--- config.mk ---
export PLATFORM = sky130hd
export DESIGN_NAME = button_click_event_detector_core
export DESIGN_NICKNAME = d
export VERILOG_FILES = /design/src/sv/bced_pkg.sv /design/src/sv/bced_front.sv /design/src/sv/bced_queue.sv /design/src/sv/bced_back.sv /design/src/sv/button_click_event_detector_core.sv
export SDC_FILE = /design/constraint.sdc
export NUM_CORES = 2
export LEC_CHECK = 0
export ABC_AREA = 1
export BUFFER_PORTS_ARGS = -buffer_cell sky130_fd_sc_hd__buf_2
export CORE_UTILIZATION = 45
export CTS_BUF_LIST = sky130_fd_sc_hd__clkbuf_8
export DETAILED_ROUTE_END_ITERATION = 8
export GPL_TIMING_DRIVEN = 0
export PLACE_DENSITY = 0.62
export SLEW_MARGIN = 20
export SYNTH_ARGS = -nofsm -noshare
export SYNTH_HDL_FRONTEND = slang
export SYNTH_HIERARCHICAL = 1
export SYNTH_SLANG_ARGS = --single-unit
--- constraint.sdc ---
create_clock -name clk -period 18.69 [get_ports clk]
set_clock_uncertainty 0.1 [all_clocks]
set_input_delay 0.9345 -clock clk [delete_from_list [all_inputs] [get_ports clk]]
set_output_delay 0.9345 -clock clk [all_outputs]
set_load 0.02 [all_outputs]
--- src/sv/bced_pkg.sv ---
package bced_pkg;

  localparam int TickW      = 32;
  localparam int CdW        = 16;
  localparam int PhW        = 3;
  localparam int CodeW      = 3;
  localparam int MaskW      = 4;
  localparam int KeyIdW     = 2;
  localparam int PeriodW    = 8;
  localparam int CfgIdxW    = 3;
  localparam int CfgDataW   = 16;
  localparam int MaxResults = 8;
  localparam int CntW       = 3;

  localparam logic [PhW-1:0] PH_IDLE           = 3'd0;
  localparam logic [PhW-1:0] PH_WAIT_HOLD      = 3'd1;
  localparam logic [PhW-1:0] PH_WAIT_DOUBLE    = 3'd2;
  localparam logic [PhW-1:0] PH_WAIT_DOUBLE_UP = 3'd3;
  localparam logic [PhW-1:0] PH_LONG_REPEAT    = 3'd4;

  localparam logic [CodeW-1:0] EV_DOWN   = 3'd0;
  localparam logic [CodeW-1:0] EV_UP     = 3'd1;
  localparam logic [CodeW-1:0] EV_SINGLE = 3'd2;
  localparam logic [CodeW-1:0] EV_DOUBLE = 3'd3;
  localparam logic [CodeW-1:0] EV_LONG   = 3'd4;
  localparam logic [CodeW-1:0] EV_REPEAT = 3'd5;

  localparam logic [CfgIdxW-1:0] REG_ACTIVE_HIGH = 3'd0;
  localparam logic [CfgIdxW-1:0] REG_PERIOD      = 3'd1;
  localparam logic [CfgIdxW-1:0] REG_LONG        = 3'd2;
  localparam logic [CfgIdxW-1:0] REG_GAP         = 3'd3;
  localparam logic [CfgIdxW-1:0] REG_REPEAT      = 3'd4;

  // edge event (down/up) and phase event of one key at one sample
  typedef struct packed {
    logic             a_vld;
    logic [CodeW-1:0] a_code;
    logic             b_vld;
    logic [CodeW-1:0] b_code;
    logic [TickW-1:0] dur;
  } key_ev_t;

  typedef struct packed {
    logic full;
    logic empty;
  } q_stat_t;

endpackage

--- src/sv/bced_front.sv ---
module bced_front #(
  parameter int NUM_KEYS = 4
) (
  input  logic                                   clk,
  input  logic                                   rst_n,
  input  logic                                   cfg_we,
  input  logic [bced_pkg::CfgIdxW-1:0]           cfg_index,
  input  logic [bced_pkg::CfgDataW-1:0]          cfg_wdata,
  input  logic                                   in_valid,
  output logic                                   in_stall,
  input  logic [bced_pkg::MaskW-1:0]             in_raw_levels,
  input  bced_pkg::q_stat_t                      q_stat,
  output logic                                   push,
  output bced_pkg::key_ev_t [NUM_KEYS-1:0]       push_ev,
  output logic [bced_pkg::MaskW-1:0]             push_mask
);

  localparam int KW = NUM_KEYS + bced_pkg::MaskW;

  logic [bced_pkg::MaskW-1:0]   ah_r;
  logic [bced_pkg::PeriodW-1:0] period_r;
  logic [bced_pkg::CdW-1:0]     long_r;
  logic [bced_pkg::CdW-1:0]     gap_r;
  logic [bced_pkg::CdW-1:0]     rep_r;

  logic [bced_pkg::PeriodW-1:0] div_r, div_nxt;
  logic [bced_pkg::TickW-1:0]   tick_r, tick_nxt;
  logic [NUM_KEYS-1:0]          last_r, last_nxt;
  logic [NUM_KEYS-1:0][bced_pkg::PhW-1:0]   ph_r, ph_nxt;
  logic [NUM_KEYS-1:0][bced_pkg::CdW-1:0]   cd_r, cd_nxt;
  logic [NUM_KEYS-1:0][bced_pkg::TickW-1:0] pt_r, pt_nxt;

  logic [bced_pkg::PeriodW-1:0] div_inc;
  logic                         smp;
  logic                         accept;
  logic                         any_ev;
  logic [KW-1:0]                raw_x;
  logic [KW-1:0]                ah_x;

  assign in_stall = q_stat.full;
  assign accept   = in_valid && !in_stall;
  assign push     = accept && any_ev;

  always_comb begin
    logic                       p;
    logic                       was;
    logic                       down;
    logic                       up;
    logic [bced_pkg::CdW-1:0]   cd_dec;
    logic [bced_pkg::TickW-1:0] dur;
    tick_nxt = tick_r + 1'b1;
    div_inc  = div_r + 1'b1;
    smp      = div_inc >= period_r;
    div_nxt  = smp ? '0 : div_inc;
    raw_x    = KW'(in_raw_levels);
    ah_x     = KW'(ah_r);
    for (int j = 0; j < bced_pkg::MaskW; j++) begin
      push_mask[j] = (j < NUM_KEYS) && (in_raw_levels[j] == ah_r[j]);
    end
    last_nxt = last_r;
    any_ev   = 1'b0;
    for (int k = 0; k < NUM_KEYS; k++) begin
      cd_dec     = (cd_r[k] != '0) ? cd_r[k] - 1'b1 : cd_r[k];
      cd_nxt[k]  = cd_dec;
      ph_nxt[k]  = ph_r[k];
      pt_nxt[k]  = pt_r[k];
      push_ev[k] = '0;
      p    = raw_x[k] == ah_x[k];
      was  = last_r[k];
      down = p && !was;
      up   = !p && was;
      dur  = down ? '0 : tick_nxt - pt_r[k];
      if (smp) begin
        last_nxt[k]       = p;
        push_ev[k].a_vld  = down || up;
        push_ev[k].a_code = down ? bced_pkg::EV_DOWN : bced_pkg::EV_UP;
        push_ev[k].dur    = dur;
        if (down) begin
          pt_nxt[k] = tick_nxt;
        end
        unique case (ph_r[k])
          bced_pkg::PH_IDLE: begin
            if (p) begin
              cd_nxt[k] = long_r;
              ph_nxt[k] = bced_pkg::PH_WAIT_HOLD;
            end
          end
          bced_pkg::PH_WAIT_HOLD: begin
            if (!p) begin
              cd_nxt[k] = gap_r;
              ph_nxt[k] = bced_pkg::PH_WAIT_DOUBLE;
            end else if (cd_dec == '0) begin
              push_ev[k].b_vld  = 1'b1;
              push_ev[k].b_code = bced_pkg::EV_LONG;
              cd_nxt[k] = rep_r;
              ph_nxt[k] = bced_pkg::PH_LONG_REPEAT;
            end
          end
          bced_pkg::PH_WAIT_DOUBLE: begin
            if (p) begin
              push_ev[k].b_vld  = 1'b1;
              push_ev[k].b_code = bced_pkg::EV_DOUBLE;
              ph_nxt[k] = bced_pkg::PH_WAIT_DOUBLE_UP;
            end else if (cd_dec == '0) begin
              push_ev[k].b_vld  = 1'b1;
              push_ev[k].b_code = bced_pkg::EV_SINGLE;
              ph_nxt[k] = bced_pkg::PH_IDLE;
            end
          end
          bced_pkg::PH_WAIT_DOUBLE_UP: begin
            if (!p) begin
              ph_nxt[k] = bced_pkg::PH_IDLE;
            end
          end
          bced_pkg::PH_LONG_REPEAT: begin
            if (!p) begin
              ph_nxt[k] = bced_pkg::PH_IDLE;
            end else if (cd_dec == '0) begin
              push_ev[k].b_vld  = 1'b1;
              push_ev[k].b_code = bced_pkg::EV_REPEAT;
              cd_nxt[k] = rep_r;
            end
          end
          default: begin
            ph_nxt[k] = bced_pkg::PH_IDLE;
          end
        endcase
      end
      any_ev = any_ev || push_ev[k].a_vld || push_ev[k].b_vld;
    end
  end

  always_ff @(posedge clk) begin
    if (!rst_n) begin
      ah_r     <= '0;
      period_r <= bced_pkg::PeriodW'(20);
      long_r   <= bced_pkg::CdW'(1000);
      gap_r    <= bced_pkg::CdW'(200);
      rep_r    <= bced_pkg::CdW'(100);
    end else if (cfg_we) begin
      unique case (cfg_index)
        bced_pkg::REG_ACTIVE_HIGH: ah_r     <= cfg_wdata[bced_pkg::MaskW-1:0];
        bced_pkg::REG_PERIOD:      period_r <= cfg_wdata[bced_pkg::PeriodW-1:0];
        bced_pkg::REG_LONG:        long_r   <= cfg_wdata;
        bced_pkg::REG_GAP:         gap_r    <= cfg_wdata;
        bced_pkg::REG_REPEAT:      rep_r    <= cfg_wdata;
        default: ;
      endcase
    end
  end

  always_ff @(posedge clk) begin
    if (!rst_n) begin
      div_r  <= '0;
      tick_r <= '0;
      last_r <= '0;
      ph_r   <= '0;
      cd_r   <= '0;
      pt_r   <= '0;
    end else if (accept) begin
      div_r  <= div_nxt;
      tick_r <= tick_nxt;
      last_r <= last_nxt;
      ph_r   <= ph_nxt;
      cd_r   <= cd_nxt;
      pt_r   <= pt_nxt;
    end
  end

endmodule

--- src/sv/bced_queue.sv ---
module bced_queue #(
  parameter int NUM_KEYS = 4
) (
  input  logic                             clk,
  input  logic                             rst_n,
  input  logic                             push,
  input  bced_pkg::key_ev_t [NUM_KEYS-1:0] push_ev,
  input  logic [bced_pkg::MaskW-1:0]       push_mask,
  input  logic                             pop,
  output bced_pkg::q_stat_t                q_stat,
  output bced_pkg::key_ev_t [NUM_KEYS-1:0] head_ev,
  output logic [bced_pkg::MaskW-1:0]       head_mask
);

  localparam int Depth = 2;

  bced_pkg::key_ev_t [Depth-1:0][NUM_KEYS-1:0] ev_mem_r;
  logic [Depth-1:0][bced_pkg::MaskW-1:0]       mask_mem_r;
  logic       wr_ptr_r, wr_ptr_nxt;
  logic       rd_ptr_r, rd_ptr_nxt;
  logic [1:0] cnt_r, cnt_nxt;
  logic       do_pop;

  assign q_stat.full  = cnt_r == 2'(Depth);
  assign q_stat.empty = cnt_r == 2'd0;
  assign do_pop       = pop && !q_stat.empty;
  assign head_ev      = ev_mem_r[rd_ptr_r];
  assign head_mask    = mask_mem_r[rd_ptr_r];

  always_comb begin
    wr_ptr_nxt = push ? !wr_ptr_r : wr_ptr_r;
    rd_ptr_nxt = do_pop ? !rd_ptr_r : rd_ptr_r;
    cnt_nxt    = cnt_r + 2'(push) - 2'(do_pop);
  end

  always_ff @(posedge clk) begin
    if (push) begin
      ev_mem_r[wr_ptr_r]   <= push_ev;
      mask_mem_r[wr_ptr_r] <= push_mask;
    end
  end

  always_ff @(posedge clk) begin
    if (!rst_n) begin
      wr_ptr_r <= 1'b0;
      rd_ptr_r <= 1'b0;
      cnt_r    <= '0;
    end else begin
      wr_ptr_r <= wr_ptr_nxt;
      rd_ptr_r <= rd_ptr_nxt;
      cnt_r    <= cnt_nxt;
    end
  end

endmodule

--- src/sv/bced_back.sv ---
module bced_back #(
  parameter int NUM_KEYS = 4
) (
  input  logic                              clk,
  input  logic                              rst_n,
  input  bced_pkg::q_stat_t                 q_stat,
  input  bced_pkg::key_ev_t [NUM_KEYS-1:0]  head_ev,
  input  logic [bced_pkg::MaskW-1:0]        head_mask,
  output logic                              pop,
  output logic                              out_valid,
  input  logic                              out_stall,
  output logic [bced_pkg::KeyIdW-1:0]       out_key_id,
  output logic [bced_pkg::CodeW-1:0]        out_event_code,
  output logic [bced_pkg::TickW-1:0]        out_held_ticks,
  output logic [bced_pkg::MaskW-1:0]        out_pressed_mask,
  output logic                              out_last_of_tick
);

  localparam int SlotN = 2 * NUM_KEYS;

  logic [SlotN-1:0]                 pend_r, pend_nxt;
  logic [bced_pkg::CntW-1:0]        cnt_r, cnt_nxt;
  bced_pkg::key_ev_t [NUM_KEYS-1:0] ev_r;
  logic [bced_pkg::MaskW-1:0]       mask_r;
  logic                             out_valid_r, out_valid_nxt;
  logic [bced_pkg::KeyIdW-1:0]      key_r;
  logic [bced_pkg::CodeW-1:0]       code_r;
  logic [bced_pkg::TickW-1:0]       dur_r;
  logic [bced_pkg::MaskW-1:0]       omask_r;
  logic                             last_r;

  logic [SlotN-1:0]                 low;
  logic [SlotN-1:0]                 rest;
  logic [SlotN-1:0]                 head_pend;
  logic [bced_pkg::KeyIdW-1:0]      sel_key;
  logic [bced_pkg::CodeW-1:0]       sel_code;
  logic [bced_pkg::TickW-1:0]       sel_dur;
  logic                             emit;
  logic                             last;

  always_comb begin
    low      = pend_r & (~pend_r + 1'b1);
    rest     = pend_r & ~low;
    sel_key  = '0;
    sel_code = bced_pkg::EV_DOWN;
    sel_dur  = '0;
    for (int k = 0; k < NUM_KEYS; k++) begin
      head_pend[2*k]   = head_ev[k].a_vld;
      head_pend[2*k+1] = head_ev[k].b_vld;
      if (low[2*k]) begin
        sel_key  = bced_pkg::KeyIdW'(k);
        sel_code = ev_r[k].a_code;
        sel_dur  = ev_r[k].dur;
      end
      if (low[2*k+1]) begin
        sel_key  = bced_pkg::KeyIdW'(k);
        sel_code = ev_r[k].b_code;
        sel_dur  = ev_r[k].dur;
      end
    end
    if (sel_code != bced_pkg::EV_UP && sel_code != bced_pkg::EV_LONG &&
        sel_code != bced_pkg::EV_REPEAT) begin
      sel_dur = '0;
    end
    emit = (pend_r != '0) && (!out_valid_r || !out_stall);
    last = (rest == '0) || (cnt_r == bced_pkg::CntW'(bced_pkg::MaxResults - 1));
    pop  = ((pend_r == '0) || (emit && last)) && !q_stat.empty;
    priority if (pop) begin
      pend_nxt = head_pend;
      cnt_nxt  = '0;
    end else if (emit) begin
      pend_nxt = last ? '0 : rest;
      cnt_nxt  = last ? '0 : cnt_r + 1'b1;
    end else begin
      pend_nxt = pend_r;
      cnt_nxt  = cnt_r;
    end
    out_valid_nxt = emit || (out_valid_r && out_stall);
  end

  always_ff @(posedge clk) begin
    if (pop) begin
      ev_r   <= head_ev;
      mask_r <= head_mask;
    end
    if (emit) begin
      key_r   <= sel_key;
      code_r  <= sel_code;
      dur_r   <= sel_dur;
      omask_r <= mask_r;
      last_r  <= last;
    end
  end

  always_ff @(posedge clk) begin
    if (!rst_n) begin
      pend_r      <= '0;
      cnt_r       <= '0;
      out_valid_r <= 1'b0;
    end else begin
      pend_r      <= pend_nxt;
      cnt_r       <= cnt_nxt;
      out_valid_r <= out_valid_nxt;
    end
  end

  assign out_valid        = out_valid_r;
  assign out_key_id       = key_r;
  assign out_event_code   = code_r;
  assign out_held_ticks   = dur_r;
  assign out_pressed_mask = omask_r;
  assign out_last_of_tick = last_r;

endmodule

--- src/sv/button_click_event_detector_core.sv ---
// key event detector: one input item per timer tick carrying the raw pin levels
// (bit i for key i); every sample period the keys are sampled and down, up, single,
// double, long and repeat events come out as result items, up to eight per tick,
// the final one of a tick flagged by out_last_of_tick.
// configuration: cfg_we with cfg_index / cfg_wdata writes one register per cycle;
// the user must write only while no tick is in flight; the block does not enforce it.
// throughput: one tick item per cycle while the two-entry tick queue has room;
// results leave one per cycle from the output register while out_stall is low, and a
// tick's events, at most 8, keep the back end busy until its last event is emitted.
// a result passes from the tick queue through the back end's event register into the output register.
// in_stall rises only when the tick queue is full.
// when out_stall is high the output register holds its item and the back end
// waits; the front keeps taking ticks until the queue fills.
// reset: synchronous on rst_n low; registers return to their defaults
// (period 20, long 1000, gap 200, repeat 100, active-low keys), all keys idle.
module button_click_event_detector_core #(
  parameter int NUM_KEYS = 4
) (
  input  logic                             clk,
  input  logic                             rst_n,
  input  logic                             cfg_we,
  input  logic [bced_pkg::CfgIdxW-1:0]     cfg_index,
  input  logic [bced_pkg::CfgDataW-1:0]    cfg_wdata,
  input  logic                             in_valid,
  output logic                             in_stall,
  input  logic [bced_pkg::MaskW-1:0]       in_raw_levels,
  output logic                             out_valid,
  input  logic                             out_stall,
  output logic [bced_pkg::KeyIdW-1:0]      out_key_id,
  output logic [bced_pkg::CodeW-1:0]       out_event_code,
  output logic [bced_pkg::TickW-1:0]       out_held_ticks,
  output logic [bced_pkg::MaskW-1:0]       out_pressed_mask,
  output logic                             out_last_of_tick
);

  bced_pkg::q_stat_t                q_stat;
  logic                             push;
  bced_pkg::key_ev_t [NUM_KEYS-1:0] push_ev;
  logic [bced_pkg::MaskW-1:0]       push_mask;
  logic                             pop;
  bced_pkg::key_ev_t [NUM_KEYS-1:0] head_ev;
  logic [bced_pkg::MaskW-1:0]       head_mask;

  bced_front #(.NUM_KEYS(NUM_KEYS)) u_front (
    .clk           (clk),
    .rst_n         (rst_n),
    .cfg_we        (cfg_we),
    .cfg_index     (cfg_index),
    .cfg_wdata     (cfg_wdata),
    .in_valid      (in_valid),
    .in_stall      (in_stall),
    .in_raw_levels (in_raw_levels),
    .q_stat        (q_stat),
    .push          (push),
    .push_ev       (push_ev),
    .push_mask     (push_mask)
  );

  bced_queue #(.NUM_KEYS(NUM_KEYS)) u_queue (
    .clk       (clk),
    .rst_n     (rst_n),
    .push      (push),
    .push_ev   (push_ev),
    .push_mask (push_mask),
    .pop       (pop),
    .q_stat    (q_stat),
    .head_ev   (head_ev),
    .head_mask (head_mask)
  );

  bced_back #(.NUM_KEYS(NUM_KEYS)) u_back (
    .clk              (clk),
    .rst_n            (rst_n),
    .q_stat           (q_stat),
    .head_ev          (head_ev),
    .head_mask        (head_mask),
    .pop              (pop),
    .out_valid        (out_valid),
    .out_stall        (out_stall),
    .out_key_id       (out_key_id),
    .out_event_code   (out_event_code),
    .out_held_ticks   (out_held_ticks),
    .out_pressed_mask (out_pressed_mask),
    .out_last_of_tick (out_last_of_tick)
  );

  // down, single and double carry no duration
  a_zero_dur: assert property (@(posedge clk) disable iff (!rst_n)
    out_valid && (out_event_code == bced_pkg::EV_DOWN ||
                  out_event_code == bced_pkg::EV_SINGLE ||
                  out_event_code == bced_pkg::EV_DOUBLE) |-> out_held_ticks == '0)
    else $error("nonzero duration on down/single/double");

  a_code_range: assert property (@(posedge clk) disable iff (!rst_n)
    out_valid |-> out_event_code <= bced_pkg::EV_REPEAT)
    else $error("event code out of range");

  // edge events agree with the reported pressed state
  a_down_pressed: assert property (@(posedge clk) disable iff (!rst_n)
    out_valid && NUM_KEYS <= bced_pkg::MaskW && out_event_code == bced_pkg::EV_DOWN
      |-> out_pressed_mask[out_key_id])
    else $error("down event on unpressed key");

  a_up_released: assert property (@(posedge clk) disable iff (!rst_n)
    out_valid && NUM_KEYS <= bced_pkg::MaskW && out_event_code == bced_pkg::EV_UP
      |-> !out_pressed_mask[out_key_id])
    else $error("up event on pressed key");

endmodule
==> reports/metrics.cfg <==
[critical_path]
cp_slowest_cell=a21oi_1
setup.worst_path.end_class=flop
criticalPathCategory=reg -> reg
regToRegStartpoint=u_front/tick_r[0]
startpoint=u_front/tick_r[0]
worst-path-max-fanout=11
r2r_worst_path_depth=20
crit_buf_inv=5
timing.rr.end=u_queue/ev_mem_r[305]
timing.critical_path.from_type=flop
worst_ep_arrival_time_ps=6630
crit_path_cell_trace=ha_1 > nand3_1 > inv_1 > nand4_1 > nor2_1 > nand2_1 > nor3_1 > xor2_1 > inv_1 > ha_1 > nand2_1 > nor2_1 > inv_1 > nor2_1 > inv_1 > o221ai_1 > a41oi_1 > inv_1 > o21ai_0 > a21oi_1
cp_data_required_time_ps=19080
critPathMostFrequentCell=inv_1
path_delay_family=simple AND/OR/NAND/NOR gates
max_stage_delay_ps=780
worst-r2r-setup-slack_ps=12460

[final_layout]
layout-area-overhead-vs-synth_pct=11.9
layout_common_cells=957 x nand2_1, 626 x a21oi_1, 609 x inv_1, 526 x edfxtp_1, 514 x o21ai_0
layout.core_utilization_pct=50.9
layout.nets=5761
commonest_non_fill_non_tap_cell_in_the_layout=nand2_1
layout-drive-gt1-share_pct=10.8
post_layout_nonfiller_instances=7052

[timing]
setup_tns_ps=0
grt_setup_unrepaired=false
max_freq_mhz=160
layout_worst_path_cycle_share_pct=33.4
setup_viol=0
hold_violations=0
period_minus_slack_ps=6230
tightestPinTransition_ps=1210
relSlewSlack_pct=19.5
total_count_of_max_transition_violations_in_the_final_report=0

[cts]
cts_htree_levels=4
later_pin_clock_latency_in_the_skew_report_ps=840
cts_sinks=850
ctsHoldBuffers=0
clk_pin_slew_worst_paths_ps=60
post_cts.resized_instances=0
clock_tree_root_driver_cell=clkbuf_8
post-cts-setup-buffers=0
tritoncts=built
max_root_sink_buffers=3
tritoncts.num_buffers=146

[die]
design.die.area_um2=103000
die_height_um=320
rows=116
core_area_um2=100000
start_util_pct=45.5
io-pin-count=72
floorplan.die.width_um=320

[grt]
grt_max_degree=97
grt_first_pass_wirelength_mm=233
groute.layer.met2.usage_pct=46.5
globalRoute.busiestLayer=met2
grt_use_total_pct=30.6
gr-usage-met1_pct=44.1
globalRouteMet3Util_pct=5.10
grt_antenna_before_repair=12
grt_pass1_vias=36500
grt.overflow.total=0

[routing]
firstDrtPassIters=8
drt_first_iter_violations=4386
routed_wire_length_per_instance_um=22.6
route.detailed.drc=0
vias=39500
vias_per_cell=5.60
postRouteAntennaNets=0
postRouteWirelength_mm=159

[pwr]
power.net_switching_mw=2.33
power.static_leakage_nw=20.8
seq_power_share_pct=36.1
power.density_cell_area_nw_per_um2=116
totalPowerFinal_mw=5.91
clock_power_share_pct=28.3
intPower_mw=3.57
switching_share_pct=39.5
peak_supply_drop_mv=0.0760
comb_pwr_share_pct=35.6

[synth]
syn-cell-area_um2=45600
ys_warnings=6
leading_register_cell_type_out_of_synthesis=edfxtp_1
synth_edf_count=526
yosys.area.top_type_share_pct=34.6
synth.top_cells.by_area=edfxtp_1 35%, dfxtp_1 14%, nand2_1 7.9%, a21oi_1 6.9%, o21ai_0 5.6%
synth_xor_xnor_area_share_pct=2.28
async_flop_share_pct=0
synthAdderAreaFrac_pct=4.18
average_cell_area_after_synthesis_um2=8.54
synth_compound_area_share_pct=15.6
netlist-cell-type-count=59
postSynthRegisterBits=850
syn-instance-count=5341
dominant_combinational_cell_family_by_area_after_synthesis=simple AND/OR/NAND/NOR gates
netlist.top_cell.by_area=edfxtp_1
synthMuxAreaShare_pct=4.05
synth_simple_gate_area_share_pct=18.1
seq_area_frac_synth_pct=48.8

[placement]
number_of_port_buffers=71
cell_count_after_placement=6792
finalWeightedCongestion=0.989
detailedPlacementHpwl_mm=121

[worst_hold_path]
worst_hold_path_type=in -> reg
whs_path_depth=3
launch_instance_of_the_worst_min_delay_path=cfg_wdata[8]
hold_end=u_front/long_r[8]

[outcome]
run_status=completed

[job]
maxCapViolCount=0

tightest hold or removal path, stage by stage:
cell     delay [ps]
buf_2           120
nand2_1          60
nand3_1          70
cell usage after synthesis, types with 3 or more instances:
cell	count
buf_4	16
o2111ai_1	3
buf_2	12
o21ai_1	25
o211ai_1	20
a211o_1	4
nor2_1	506
nand2_1	957
o21bai_1	9
a21o_1	4
a221oi_1	4
edfxtp_1	526
a211oi_1	12
dfxtp_1	324
o21a_1	29
nand3_4	3
o221ai_1	14
or2_2	24
a22oi_1	31
nand3_2	15
inv_1	571
ha_1	146
clkbuf_1	161
a21boi_0	5
a31oi_1	21
buf_1	4
a21oi_1	626
inv_2	7
nor4_1	6
nand2_2	9
xnor2_1	42
buf_6	19
o21ai_0	514
xor2_1	77
nor2_4	6
mux2_2	164
fa_1	4
nor3_1	60
nand2_4	3
nand3_1	235
nand4_1	66
nor2_2	17
a41oi_1	4
o31ai_1	6
nand3b_1	14
area by class of cell:
cell class	instances	area [um2]
Fill cell	9664	49200
Sequential cell	850	22300
Timing Repair Buffer	87	668
Antenna cell	1	2.50
Multi-Input combinational cell	3706	20300
Clock inverter	95	616
Buffer	212	1020
Tap cell	1357	1700
Inverter	580	2190
Clock buffer	164	2260
metal layers:
layer | wire (um) | vias up | part of all wire (%)
met5 | 55 | - | 0.035
li1 | - | 18800 | -
met2 | 69200 | 1581 | 43
met3 | 12300 | 272 | 7.7
met1 | 72700 | 18900 | 46
met4 | 5010 | 8 | 3.1
metrics by stage:
stage	hold slack (ps)	setup slack [ps]	cell area [um2]
after detailed placement	316	12570	48200
after floorplan	300	8320	45700
after global routing	259	12270	51100
final	281	12460	51100
after global placement	312	1880	47700
after CTS	212	12580	51000
cells by family (layout without fill, tap and decap cells):
family          after synthesis  in the layout
compound gates             1335           1335
xor+xnor                    119            119
fa+ha+maj                   150            150
buf+inv                     792           1138
flops                       850            850
mux                         164            164
other cells                   1              9
simple gates               1930           1930
registers in the layout (all words and copies together) (netlist names), 16 cells and up:
| register | flops |
|---|---|
| u_back/ev_r | 152 |
| u_back/out_held_ticks | 32 |
| u_front/cd_r | 64 |
| u_front/gap_r | 16 |
| u_front/long_r | 16 |
| u_front/pt_r | 128 |
| u_front/rep_r | 16 |
| u_front/tick_r | 32 |
| u_queue/ev_mem_r | 320 |
power by group through the flow:
stage	Sequential, mW	Clock [mW]	Combinational, mW
3_3_place_gp	2.17	0	2.05
5_1_grt	2.14	1.79	2.32
2_1_floorplan	2.14	0	1.54
4_1_cts	2.13	1.71	2.06
3_5_place_dp	2.17	0	2.05
6_report	2.13	1.67	2.10
worst max path at each step:
stage | end | slack (ps) | cells after the start
3_5_place_dp | u_queue/ev_mem_r[145] | 12570 | 21
5_1_grt | u_queue/ev_mem_r[305] | 12270 | 20
2_1_floorplan | u_queue/ev_mem_r[0] | 8320 | 12
3_3_place_gp | u_queue/ev_mem_r[67] | 1880 | 17
6_report | u_queue/ev_mem_r[305] | 12460 | 20
4_1_cts | u_queue/ev_mem_r[92] | 12580 | 21
No activity file was read; power rests on OpenSTA's default activity.
